`config.mk`:
```
export PLATFORM = sky130hd
export DESIGN_NAME = integer_to_base_n_digits_top
export DESIGN_NICKNAME = d
export VERILOG_FILES = /design/src/rtl/ibn_pkg.sv /design/src/rtl/integer_to_base_n_digits_top.sv /design/src/rtl/ibn_dpath.sv /design/src/rtl/ibn_ctrl.sv
export SDC_FILE = /design/constraint.sdc
export NUM_CORES = 1
export LEC_CHECK = 0
export ABC_AREA = 1
export BUFFER_PORTS_ARGS = -buffer_cell sky130_fd_sc_hd__buf_2
export CORE_AREA = 2 2 96 98
export CTS_BUF_LIST = sky130_fd_sc_hd__clkbuf_8
export CTS_CLUSTER_DIAMETER = 40
export CTS_CLUSTER_SIZE = 16
export DETAILED_ROUTE_END_ITERATION = 8
export DIE_AREA = 0 0 98 100
export GPL_TIMING_DRIVEN = 0
export HOLD_SLACK_MARGIN = 0.15
export PLACE_DENSITY_LB_ADDON = 0.15
export SYNTH_ARGS = -nofsm -noshare
export SYNTH_HDL_FRONTEND = slang
export SYNTH_SLANG_ARGS = --single-unit
```
`constraint.sdc`:
```
create_clock -name clk -period 2.1 [get_ports clk]
set_clock_uncertainty 0.15 [all_clocks]
set_input_delay 0.42 -clock clk [delete_from_list [all_inputs] [get_ports clk]]
set_output_delay 0.42 -clock clk [all_outputs]
set_load 0.03 [all_outputs]
```
`src/rtl/ibn_pkg.sv`:
```
package ibn_pkg;

    localparam int VALUE_WIDTH_DEFAULT = 63;

    localparam int BASE_WIDTH  = 5;
    localparam int REM_WIDTH   = 4;
    localparam int DIGIT_WIDTH = 7;

    localparam logic [BASE_WIDTH-1:0]  BASE_RESET     = 5'd10;
    localparam logic [BASE_WIDTH-1:0]  BASE_MIN       = 5'd2;
    localparam logic [BASE_WIDTH-1:0]  BASE_MAX       = 5'd16;
    localparam logic [DIGIT_WIDTH-1:0] ASCII_ZERO     = 7'd48;
    localparam logic [DIGIT_WIDTH-1:0] ASCII_LETTER_A = 7'd65;
    localparam logic [REM_WIDTH-1:0]   DECIMAL_LIMIT  = 4'd10;

    typedef struct packed {
        logic load;     // take a new value, clear remainder
        logic restart;  // clear remainder for the next digit
        logic step;     // one restoring division step
        logic capture;  // move finished digit into output register
    } ibn_cmd_t;

    typedef struct packed {
        logic quo_zero; // quotient is zero: current digit is the last
    } ibn_status_t;

    // out-of-range radix is clamped into 2..16
    function automatic logic [BASE_WIDTH-1:0] effective_base(input logic [BASE_WIDTH-1:0] b);
        logic [BASE_WIDTH-1:0] r;
        if (b < BASE_MIN)
        begin
            r = BASE_MIN;
        end
        else if (b > BASE_MAX)
        begin
            r = BASE_MAX;
        end
        else
        begin
            r = b;
        end
        return r;
    endfunction

    function automatic logic [DIGIT_WIDTH-1:0] digit_to_ascii(input logic [REM_WIDTH-1:0] r);
        logic [DIGIT_WIDTH-1:0] c;
        if (r < DECIMAL_LIMIT)
        begin
            c = ASCII_ZERO + DIGIT_WIDTH'(r);
        end
        else
        begin
            c = ASCII_LETTER_A + DIGIT_WIDTH'(r - DECIMAL_LIMIT);
        end
        return c;
    endfunction

endpackage

```
`src/rtl/integer_to_base_n_digits_top.sv`:
```
// Radix conversion: each accepted value is turned into ASCII digits in the base held in the
// base register (2..16; 0 and 1 act as 2, 17..31 as 16), least significant digit first, one
// result per digit, with last set on the final, most significant digit. Zero gives the single
// digit '0'. Digits come from a bit-serial restoring divider that retires one quotient bit a
// cycle and takes VALUE_WIDTH division steps per digit; a stall on the output side holds each
// finished digit until the output register is free. One request is in work at a time; the
// next is accepted as soon as the final digit sits in the output register.
// Write base only while no request is in progress.
module integer_to_base_n_digits_top #(
    parameter int VALUE_WIDTH = ibn_pkg::VALUE_WIDTH_DEFAULT
) (
    input  logic                            clk,
    input  logic                            rst_n,
    input  logic                            cfg_we,
    input  logic [ibn_pkg::BASE_WIDTH-1:0]  cfg_data,
    input  logic                            in_valid,
    output logic                            in_stall,
    input  logic [VALUE_WIDTH-1:0]          value,
    output logic                            out_valid,
    input  logic                            out_stall,
    output logic [ibn_pkg::DIGIT_WIDTH-1:0] digit_char,
    output logic                            last
);

    ibn_pkg::ibn_cmd_t    cmd;
    ibn_pkg::ibn_status_t status;

    ibn_ctrl #(
        .VALUE_WIDTH (VALUE_WIDTH)
    ) u_ctrl (
        .clk       (clk),
        .rst_n     (rst_n),
        .in_valid  (in_valid),
        .in_stall  (in_stall),
        .out_valid (out_valid),
        .out_stall (out_stall),
        .status    (status),
        .cmd       (cmd)
    );

    ibn_dpath #(
        .VALUE_WIDTH (VALUE_WIDTH)
    ) u_dpath (
        .clk        (clk),
        .rst_n      (rst_n),
        .cfg_we     (cfg_we),
        .cfg_data   (cfg_data),
        .value      (value),
        .cmd        (cmd),
        .status     (status),
        .digit_char (digit_char),
        .last       (last)
    );

endmodule

```
`src/rtl/ibn_dpath.sv`:
```
module ibn_dpath #(
    parameter int VALUE_WIDTH = ibn_pkg::VALUE_WIDTH_DEFAULT
) (
    input  logic                                clk,
    input  logic                                rst_n,
    input  logic                                cfg_we,
    input  logic [ibn_pkg::BASE_WIDTH-1:0]      cfg_data,
    input  logic [VALUE_WIDTH-1:0]              value,
    input  ibn_pkg::ibn_cmd_t                   cmd,
    output ibn_pkg::ibn_status_t                status,
    output logic [ibn_pkg::DIGIT_WIDTH-1:0]     digit_char,
    output logic                                last
);

    logic [ibn_pkg::BASE_WIDTH-1:0]  base_reg;
    logic [ibn_pkg::BASE_WIDTH-1:0]  base_eff;
    logic [VALUE_WIDTH-1:0]          quo_reg;
    logic [VALUE_WIDTH-1:0]          quo_next;
    logic [ibn_pkg::REM_WIDTH-1:0]   rem_reg;
    logic [ibn_pkg::REM_WIDTH-1:0]   rem_next;
    logic [ibn_pkg::BASE_WIDTH-1:0]  shifted;
    logic [ibn_pkg::BASE_WIDTH-1:0]  diff;
    logic                            ge;
    logic [ibn_pkg::DIGIT_WIDTH-1:0] digit_reg;
    logic                            last_reg;

    always_ff @(posedge clk or negedge rst_n)
    begin
        if (!rst_n)
        begin
            base_reg <= ibn_pkg::BASE_RESET;
        end
        else if (cfg_we)
        begin
            base_reg <= cfg_data;
        end
    end

    assign base_eff = ibn_pkg::effective_base(base_reg);

    // restoring step: remainder stays below base, so 4 bits hold it between steps
    assign shifted = {rem_reg, quo_reg[VALUE_WIDTH-1]};
    assign ge      = (shifted >= base_eff);
    assign diff    = shifted - base_eff;

    always_comb
    begin
        quo_next = quo_reg;
        rem_next = rem_reg;
        if (cmd.load)
        begin
            quo_next = value;
            rem_next = '0;
        end
        else if (cmd.step)
        begin
            quo_next = {quo_reg[VALUE_WIDTH-2:0], ge};
            rem_next = ge ? diff[ibn_pkg::REM_WIDTH-1:0] : shifted[ibn_pkg::REM_WIDTH-1:0];
        end
        else if (cmd.restart)
        begin
            rem_next = '0;
        end
    end

    always_ff @(posedge clk)
    begin
        quo_reg <= quo_next;
        rem_reg <= rem_next;
        if (cmd.capture)
        begin
            digit_reg <= ibn_pkg::digit_to_ascii(rem_reg);
            last_reg  <= (quo_reg == '0);
        end
    end

    assign status.quo_zero = (quo_reg == '0);
    assign digit_char      = digit_reg;
    assign last            = last_reg;

endmodule

```
`src/rtl/ibn_ctrl.sv`:
```
module ibn_ctrl #(
    parameter int VALUE_WIDTH = ibn_pkg::VALUE_WIDTH_DEFAULT
) (
    input  logic                 clk,
    input  logic                 rst_n,
    input  logic                 in_valid,
    output logic                 in_stall,
    output logic                 out_valid,
    input  logic                 out_stall,
    input  ibn_pkg::ibn_status_t status,
    output ibn_pkg::ibn_cmd_t    cmd
);

    localparam int CNT_WIDTH = $clog2(VALUE_WIDTH);

    typedef enum logic [1:0] {
        IDLE,
        DIV,
        DONE
    } state_t;

    state_t               state_reg;
    state_t               state_next;
    logic [CNT_WIDTH-1:0] cnt_reg;
    logic [CNT_WIDTH-1:0] cnt_next;
    logic                 out_valid_reg;
    logic                 out_valid_next;
    logic                 out_free;
    logic                 in_accept;
    logic                 cnt_end;

    assign out_free  = !out_valid_reg || !out_stall;
    assign in_stall  = (state_reg != IDLE);
    assign in_accept = in_valid && (state_reg == IDLE);
    assign cnt_end   = (cnt_reg == CNT_WIDTH'(VALUE_WIDTH - 1));

    always_comb
    begin
        cmd            = '0;
        state_next     = state_reg;
        cnt_next       = cnt_reg;
        out_valid_next = out_valid_reg && out_stall;
        unique case (state_reg)
            IDLE:
            begin
                if (in_valid)
                begin
                    cmd.load   = 1'b1;
                    cnt_next   = '0;
                    state_next = DIV;
                end
            end
            DIV:
            begin
                cmd.step = 1'b1;
                cnt_next = cnt_reg + 1'b1;
                if (cnt_end)
                begin
                    state_next = DONE;
                end
            end
            DONE:
            begin
                // hand the digit over once the output register is free
                if (out_free)
                begin
                    cmd.capture    = 1'b1;
                    out_valid_next = 1'b1;
                    if (status.quo_zero)
                    begin
                        state_next = IDLE;
                    end
                    else
                    begin
                        cmd.restart = 1'b1;
                        cnt_next    = '0;
                        state_next  = DIV;
                    end
                end
            end
            default:
            begin
                state_next = IDLE;
            end
        endcase
    end

    always_ff @(posedge clk or negedge rst_n)
    begin
        if (!rst_n)
        begin
            state_reg     <= IDLE;
            cnt_reg       <= '0;
            out_valid_reg <= 1'b0;
        end
        else
        begin
            state_reg     <= state_next;
            cnt_reg       <= cnt_next;
            out_valid_reg <= out_valid_next;
        end
    end

    assign out_valid = out_valid_reg;

    a_capture_free: assert property (@(posedge clk) disable iff (!rst_n)
        cmd.capture |-> out_free)
        else $error("digit captured over a waiting result");

    a_accept_div: assert property (@(posedge clk) disable iff (!rst_n)
        in_accept |=> (state_reg == DIV) && (cnt_reg == '0))
        else $error("accepted request did not start division");

    a_last_idle: assert property (@(posedge clk) disable iff (!rst_n)
        (cmd.capture && status.quo_zero) |=> (state_reg == IDLE) && out_valid_reg)
        else $error("final digit did not end the request");

    a_div_len: assert property (@(posedge clk) disable iff (!rst_n)
        (state_reg == DIV && cnt_end) |=> (state_reg == DONE))
        else $error("division step count wrong");

endmodule

```
Yosys cells after proc, flatten, opt, wreduce, memory -nomap -nowiden:

Cells that the tools add are included.

* output and inout port bits: 10
* register bits: 89

* reductions and logical operators: 12
* eq/ne operators: 7
* add/sub/neg operators: 5
* muxes and demuxes: 27
* order comparisons: 4

Operators by type and width (count)
* $mux W63: 2
* $logic_not A63 Y1: 1
* $mux W6: 3
* $pmux W6 S3: 1
* $mux W4: 3
* $mux W1: 11
* $mux W5: 2
* $add A6 B4 Y7 const A: 1
* $add A7 B7 Y7 const A: 1
* $mux W7: 1
* $add A6 B1 Y6 const B: 1
* $eq A6 B6 Y1 const B: 1
* $mux W2: 3
* $pmux W2 S3: 1
* $reduce_bool A2 Y1: 3
* $ge A5 B5 Y1: 1
* $gt A5 B5 Y1 const B: 1
* $lt A5 B2 Y1 const B: 1
* $sub A4 B4 Y5 const B: 1
* $lt A4 B4 Y1 const B: 1
* $ne A2 B1 Y1 const B: 2
* $ne A2 B2 Y1 const B: 2
* $reduce_and A4 Y1: 1
* $sub A4 B4 Y4: 1
* 8 further kinds: 9

Depth between registers and ports, before layout:

* depth after elaboration: 6
* depth in mapped cells: 12
* depth with buffers taken out: 12

Hierarchy:

Synthesis repeated with hierarchy kept, for this count alone.

* cells, all modules: 492
* area total of the unflattened synthesis: 4394.2 um^2

Modules (own cells, without submodules)
* ibn_dpath: times used 1, cells an instance 417, seq. area each 2339.7 um^2, area each 3841.2 um^2
* ibn_ctrl: times used 1, cells an instance 75, seq. area each 225.2 um^2, area each 553.0 um^2

Least setup slack after synthesis:

Ideal clock, no wire load.

* path kind: register -> register
* from: register u_ctrl.state_reg[0]
* to: register u_ctrl.cnt_reg[4]
* setup slack: -44 ps
* cell stages (with the launch flop): 8
* arrival: 1873 ps
* data required time: 1829 ps
* clock period less this slack: 2144 ps
* buffers on the path: 1
* cell sequence: dfrtp_1 > nor2_1 > nand2_1 > buf_4 > nand2_2 > o22ai_4 > nand2_1 > nand2_1

* cells in the longest elaborated chain, start to end: 3

RTL lines
* from (decl): line ibn_ctrl.sv:22 `state_t state_reg;`
* from (signal assigned): line ibn_ctrl.sv:98 `state_reg <= state_next;`
* $eq A2 B2 Y1 (tied with other cells): line ibn_ctrl.sv:43 `unique case (state_reg)`
* $ne A2 B2 Y1 (no line) (tied with other cells)
* $reduce_and A4 Y1 (no line)
* to (signal assigned): line ibn_ctrl.sv:99 `cnt_reg <= cnt_next;`
* to (decl): line ibn_ctrl.sv:24 `logic [CNT_WIDTH-1:0] cnt_reg;`

Parallel ways exist; a longest one is shown, timed or not.
A chain may end at the register's enable or synchronous reset.

Worst setup path after layout:

* from: register u_dpath.base_reg[2] (netlist name)
* to: register u_dpath.rem_reg[0] (netlist name)

* cells in the longest elaborated chain, start to end: 6

RTL lines
* from (decl): line ibn_dpath.sv:15 `logic [ibn_pkg::BASE_WIDTH-1:0] base_reg;`
* from (signal assigned): line ibn_dpath.sv:31 `base_reg <= ibn_pkg::BASE_RESET;`
* from (signal assigned): line ibn_dpath.sv:35 `base_reg <= cfg_data;`
* $gt A5 B5 Y1: line ibn_pkg.sv:34 `else if (b > BASE_MAX)`
* $mux W5: line ibn_pkg.sv:34
* $mux W5 *: line ibn_pkg.sv:30 `if (b < BASE_MIN)`
* $sub A4 B4 Y4 / $ge A5 B5 Y1 (equally long branches): line ibn_dpath.sv:44, ibn_dpath.sv:43
* $mux W4 *: line ibn_dpath.sv:58 `rem_next = ge ? diff[ibn_pkg::REM_WIDTH-1:0] : shifted[ibn_pkg::REM_WIDTH-1:0];`
* $mux W4 *: line ibn_dpath.sv:55 `else if (cmd.step)`
* to (signal assigned): line ibn_dpath.sv:69 `rem_reg <= rem_next;`
* to (decl): line ibn_dpath.sv:19 `logic [ibn_pkg::REM_WIDTH-1:0] rem_reg;`

Mark *: on every way between the ends. The rest lies on a longest branch, timed or not.

==> metrics.txt <==
row count=35; CP startpoint kind=flop; largest area contributor in the synthesized netlist=sky130_fd_sc_hd__edfxtp_1; DRC violations left=0; crit-path max FO=5; Tcrit/Tclk final=106%; worst hold slack after final layout=0.172 ns; number of setup violations in the final report=5; final instance area=5450 um2; full die area=9800 um2; DR vias=3556; wire length of the first global-routing pass=15.3 mm; combined global-route utilization of all metal layers=19.4%; hold path endpoint=u_dpath.quo_reg[15]; Setup CP Type=reg -> reg; number of levels in the clock H-tree=3; unrepaired setup endpoints after global routing=true; leading cell type in the layout, fill and taps excluded=sky130_fd_sc_hd__nand2_1; clock tree root buffer cell=sky130_fd_sc_hd__clkbuf_8; Yosys reg bits=89; vertical extent of the die=100 um; post-layout instance count excluding filler cells=729; Floorplan Core Area=8890 um2; effective utilization at floorplan=50.2%; layout net count=698; gate count of the mapped netlist=504; total detailed-routing wirelength=9.23 mm; top cells by area, synth=sky130_fd_sc_hd__edfxtp_1, sky130_fd_sc_hd__nand2_1, sky130_fd_sc_hd__dfrtp_1; leakage power=2.61 nW; number of top-level pins=83; worst-margin pin slew=0.501 ns; setup slack of the critical path after layout=-0.128 ns; number of different library cells in the post-synthesis netlist=38; area delta synth->final=22.1%; worst slew slack as a fraction of its limit=66.5%; First DRT Iteration DRCs=122; clock tree from TritonCTS=done; achievable frequency=449 MHz; Post-Syn Nets=589; shortest period the worst path allows=2.23 ns; portion of the post-synthesis area used by sequential elements=57.5%; required time of the worst setup path=2.20 ns; Critical Path Sink Type=flop; via count of the first global-routing pass=3331; number of antenna violations at the first check in global routing=0; gp weighted congestion=0.866; maximum number of pins on one net before global-route repair=65; classification of the worst-slack hold path=in -> reg; average wire length per cell after detail routing=12.7 um; Via density=4.88; largest voltage drop on the vdd net=0.598 mV; number of cells on the worst reg-to-reg path=12; Die X-Extent=98 um; worst reg2reg path endpoint=u_dpath.rem_reg[0]; clock net sink count=89; clock latency of the later-clocked register in the worst-skew pair=0.36 ns; clock slew at reported path FFs=0.09 ns; first drt pass iteration count=4; startpoint of the most critical hold path=value[15]; number of warnings issued by yosys=0; pwr/cell area=1400 nW/um2; endpoints failing hold=0; Antenna Nets Post-Route=0; area of the mapped netlist=4460 um2; post-detailed-placement half-perimeter wirelength=6.48 mm; Max clock buf depth=2; diode insertion count for antenna repair=0; number of buffers added on ports=81; Fin Setup TNS=-0.502 ns; number of flip-flops in the largest register=63; dpl cell area=5010 um2; worst reg-to-reg setup slack=-0.13 ns; violations in the final reports=setup timing; area share of the largest cell type after synthesis=47.8%; fraction of final layout cells sized beyond drive strength 1=24.8%; number of buffers inserted during clock tree synthesis=9; max-cap check violation count=0; WP data arrival=2.32 ns; Reg2Reg Launch Point=u_dpath.base_reg[2]; commonest cells after routing, fill and taps aside=sky130_fd_sc_hd__nand2_1, sky130_fd_sc_hd__buf_2, sky130_fd_sc_hd__edfxtp_1; GRT overflow=0; per-instance average area after synthesis=8.86 um2; Pins Over Slew Limit=0; pre-CTS setup slack=-0.152 ns; count of cells along the worst hold path=3; count of placed standard cells including taps=696; result of the run=finished with violations
layer usage:
metal,track usage (%),part of all wire [%],wire (um),vias to the layer above
li1,-,-,-,1846
met1,26.1,46,4230,1621
met2,32.4,49,4520,77
met3,2.65,3.5,326,12
met4,7.37,1.7,154,0
met5,0,0,0,-
critical path, stage by stage (launching register included):
cell and delay, ns:
sky130_fd_sc_hd__dfrtp_1 0.41, sky130_fd_sc_hd__nor2_2 0.15, sky130_fd_sc_hd__inv_2 0.06, sky130_fd_sc_hd__nor3_2 0.13
sky130_fd_sc_hd__o21ai_1 0.08, sky130_fd_sc_hd__ha_1 0.33, sky130_fd_sc_hd__nand2_2 0.13, sky130_fd_sc_hd__nor2_2 0.06
sky130_fd_sc_hd__a21boi_4 0.24, sky130_fd_sc_hd__buf_4 0.15, sky130_fd_sc_hd__nand3_1 0.06, sky130_fd_sc_hd__nand3_1 0.10
sky130_fd_sc_hd__a21oi_2 0.05
power by group:
part / switching, mW / leakage (nW) / total (mW) / internal (mW)
Combinational: 1.63 / 1.55 / 2.83 / 1.20
Clock: 0.605 / 0.112 / 1.27 / 0.661
Sequential: 0.473 / 0.945 / 3.51 / 3.04
Total: 2.71 / 2.61 / 7.61 / 4.90
metrics by stage:
| stage | utilization, % | total power [mW] |
|---|---|---|
| 2_1_floorplan | - | 5.38 |
| 3_3_place_gp | 56.4 | 5.92 |
| 3_5_place_dp | 56.4 | 6.06 |
| 4_1_cts | 60.3 | 7.42 |
| 5_1_grt | 61.3 | 8.20 |
| 6_report | 61.3 | 7.61 |
worst max path at each step:
stage,from,endpoint,slack (ns),cells past startpoint
after floorplan,u_dpath.base_reg[1],u_dpath.rem_reg[0],0.09,11
after global placement,u_dpath.base_reg[1],u_dpath.rem_reg[0],-0.06,11
after detailed placement,u_dpath.base_reg[3],u_dpath.rem_reg[0],-0.15,12
after CTS,u_dpath.base_reg[3],u_dpath.rem_reg[0],-0.06,12
after global routing,u_dpath.base_reg[2],u_dpath.rem_reg[0],-0.22,12
final,u_dpath.base_reg[2],u_dpath.rem_reg[0],-0.13,12
Yosys cell counts:
master,number
sky130_fd_sc_hd__o21ai_2,1
sky130_fd_sc_hd__a21oi_1,7
sky130_fd_sc_hd__nor2_8,1
sky130_fd_sc_hd__edfxtp_1,71
sky130_fd_sc_hd__or2_1,1
sky130_fd_sc_hd__dfrtp_1,12
sky130_fd_sc_hd__buf_2,9
sky130_fd_sc_hd__nand3_2,1
sky130_fd_sc_hd__nand2_1,245
sky130_fd_sc_hd__nor2_1,48
sky130_fd_sc_hd__o21bai_1,1
sky130_fd_sc_hd__a21oi_2,2
sky130_fd_sc_hd__mux2_2,2
sky130_fd_sc_hd__o21ai_1,3
sky130_fd_sc_hd__a31oi_1,1
sky130_fd_sc_hd__nand2_2,5
sky130_fd_sc_hd__o22ai_4,1
sky130_fd_sc_hd__xor2_1,2
sky130_fd_sc_hd__dfxtp_1,4
sky130_fd_sc_hd__inv_1,24
sky130_fd_sc_hd__clkbuf_1,6
sky130_fd_sc_hd__o21a_1,1
sky130_fd_sc_hd__dfstp_2,2
sky130_fd_sc_hd__o211ai_1,3
sky130_fd_sc_hd__ha_1,11
sky130_fd_sc_hd__bufinv_8,1
sky130_fd_sc_hd__a211oi_1,1
sky130_fd_sc_hd__buf_4,2
sky130_fd_sc_hd__nand3_1,17
sky130_fd_sc_hd__nor2_2,2
sky130_fd_sc_hd__fa_1,1
sky130_fd_sc_hd__o22ai_1,2
sky130_fd_sc_hd__o21ai_0,6
sky130_fd_sc_hd__nand4_1,2
sky130_fd_sc_hd__a21boi_4,1
sky130_fd_sc_hd__nor3_1,1
sky130_fd_sc_hd__inv_2,2
sky130_fd_sc_hd__or2_2,2
cell type report:
cell class | instances | area [um2]
fill | 795 | 3440
sequential | 89 | 2560
multi-input combinational | 371 | 1780
timing repair buffer | 98 | 558
tap | 111 | 139
clock buffer | 9 | 124
inverter | 27 | 115
clock inverter | 7 | 86.3
buffer | 17 | 82.6
repair_timing:
| item | in CTS | in global routing |
|---|---|---|
| hold buffers | 7 | 0 |
| resized for setup | 6 | 15 |
| buffers inserted | 6 | 5 |
| pin swaps | 11 | 12 |
| endpoints found under the setup margin | 11 | 5 |
| endpoints found under the hold margin | 20 | 0 |
kinds of logic (layout without fill, tap and decap cells):
kind of cell | after synthesis | after routing | synth area share (%)
xor+xnor | 2 | 2 | 0.392
flops | 89 | 89 | 57.5
simple gates | 325 | 325 | 29.0
compound gates | 30 | 30 | 4.68
fa+ha+maj | 12 | 12 | 3.53
buf+inv | 44 | 158 | 4.43
mux | 2 | 2 | 0.504
No activity file was read; power rests on OpenSTA's default activity.
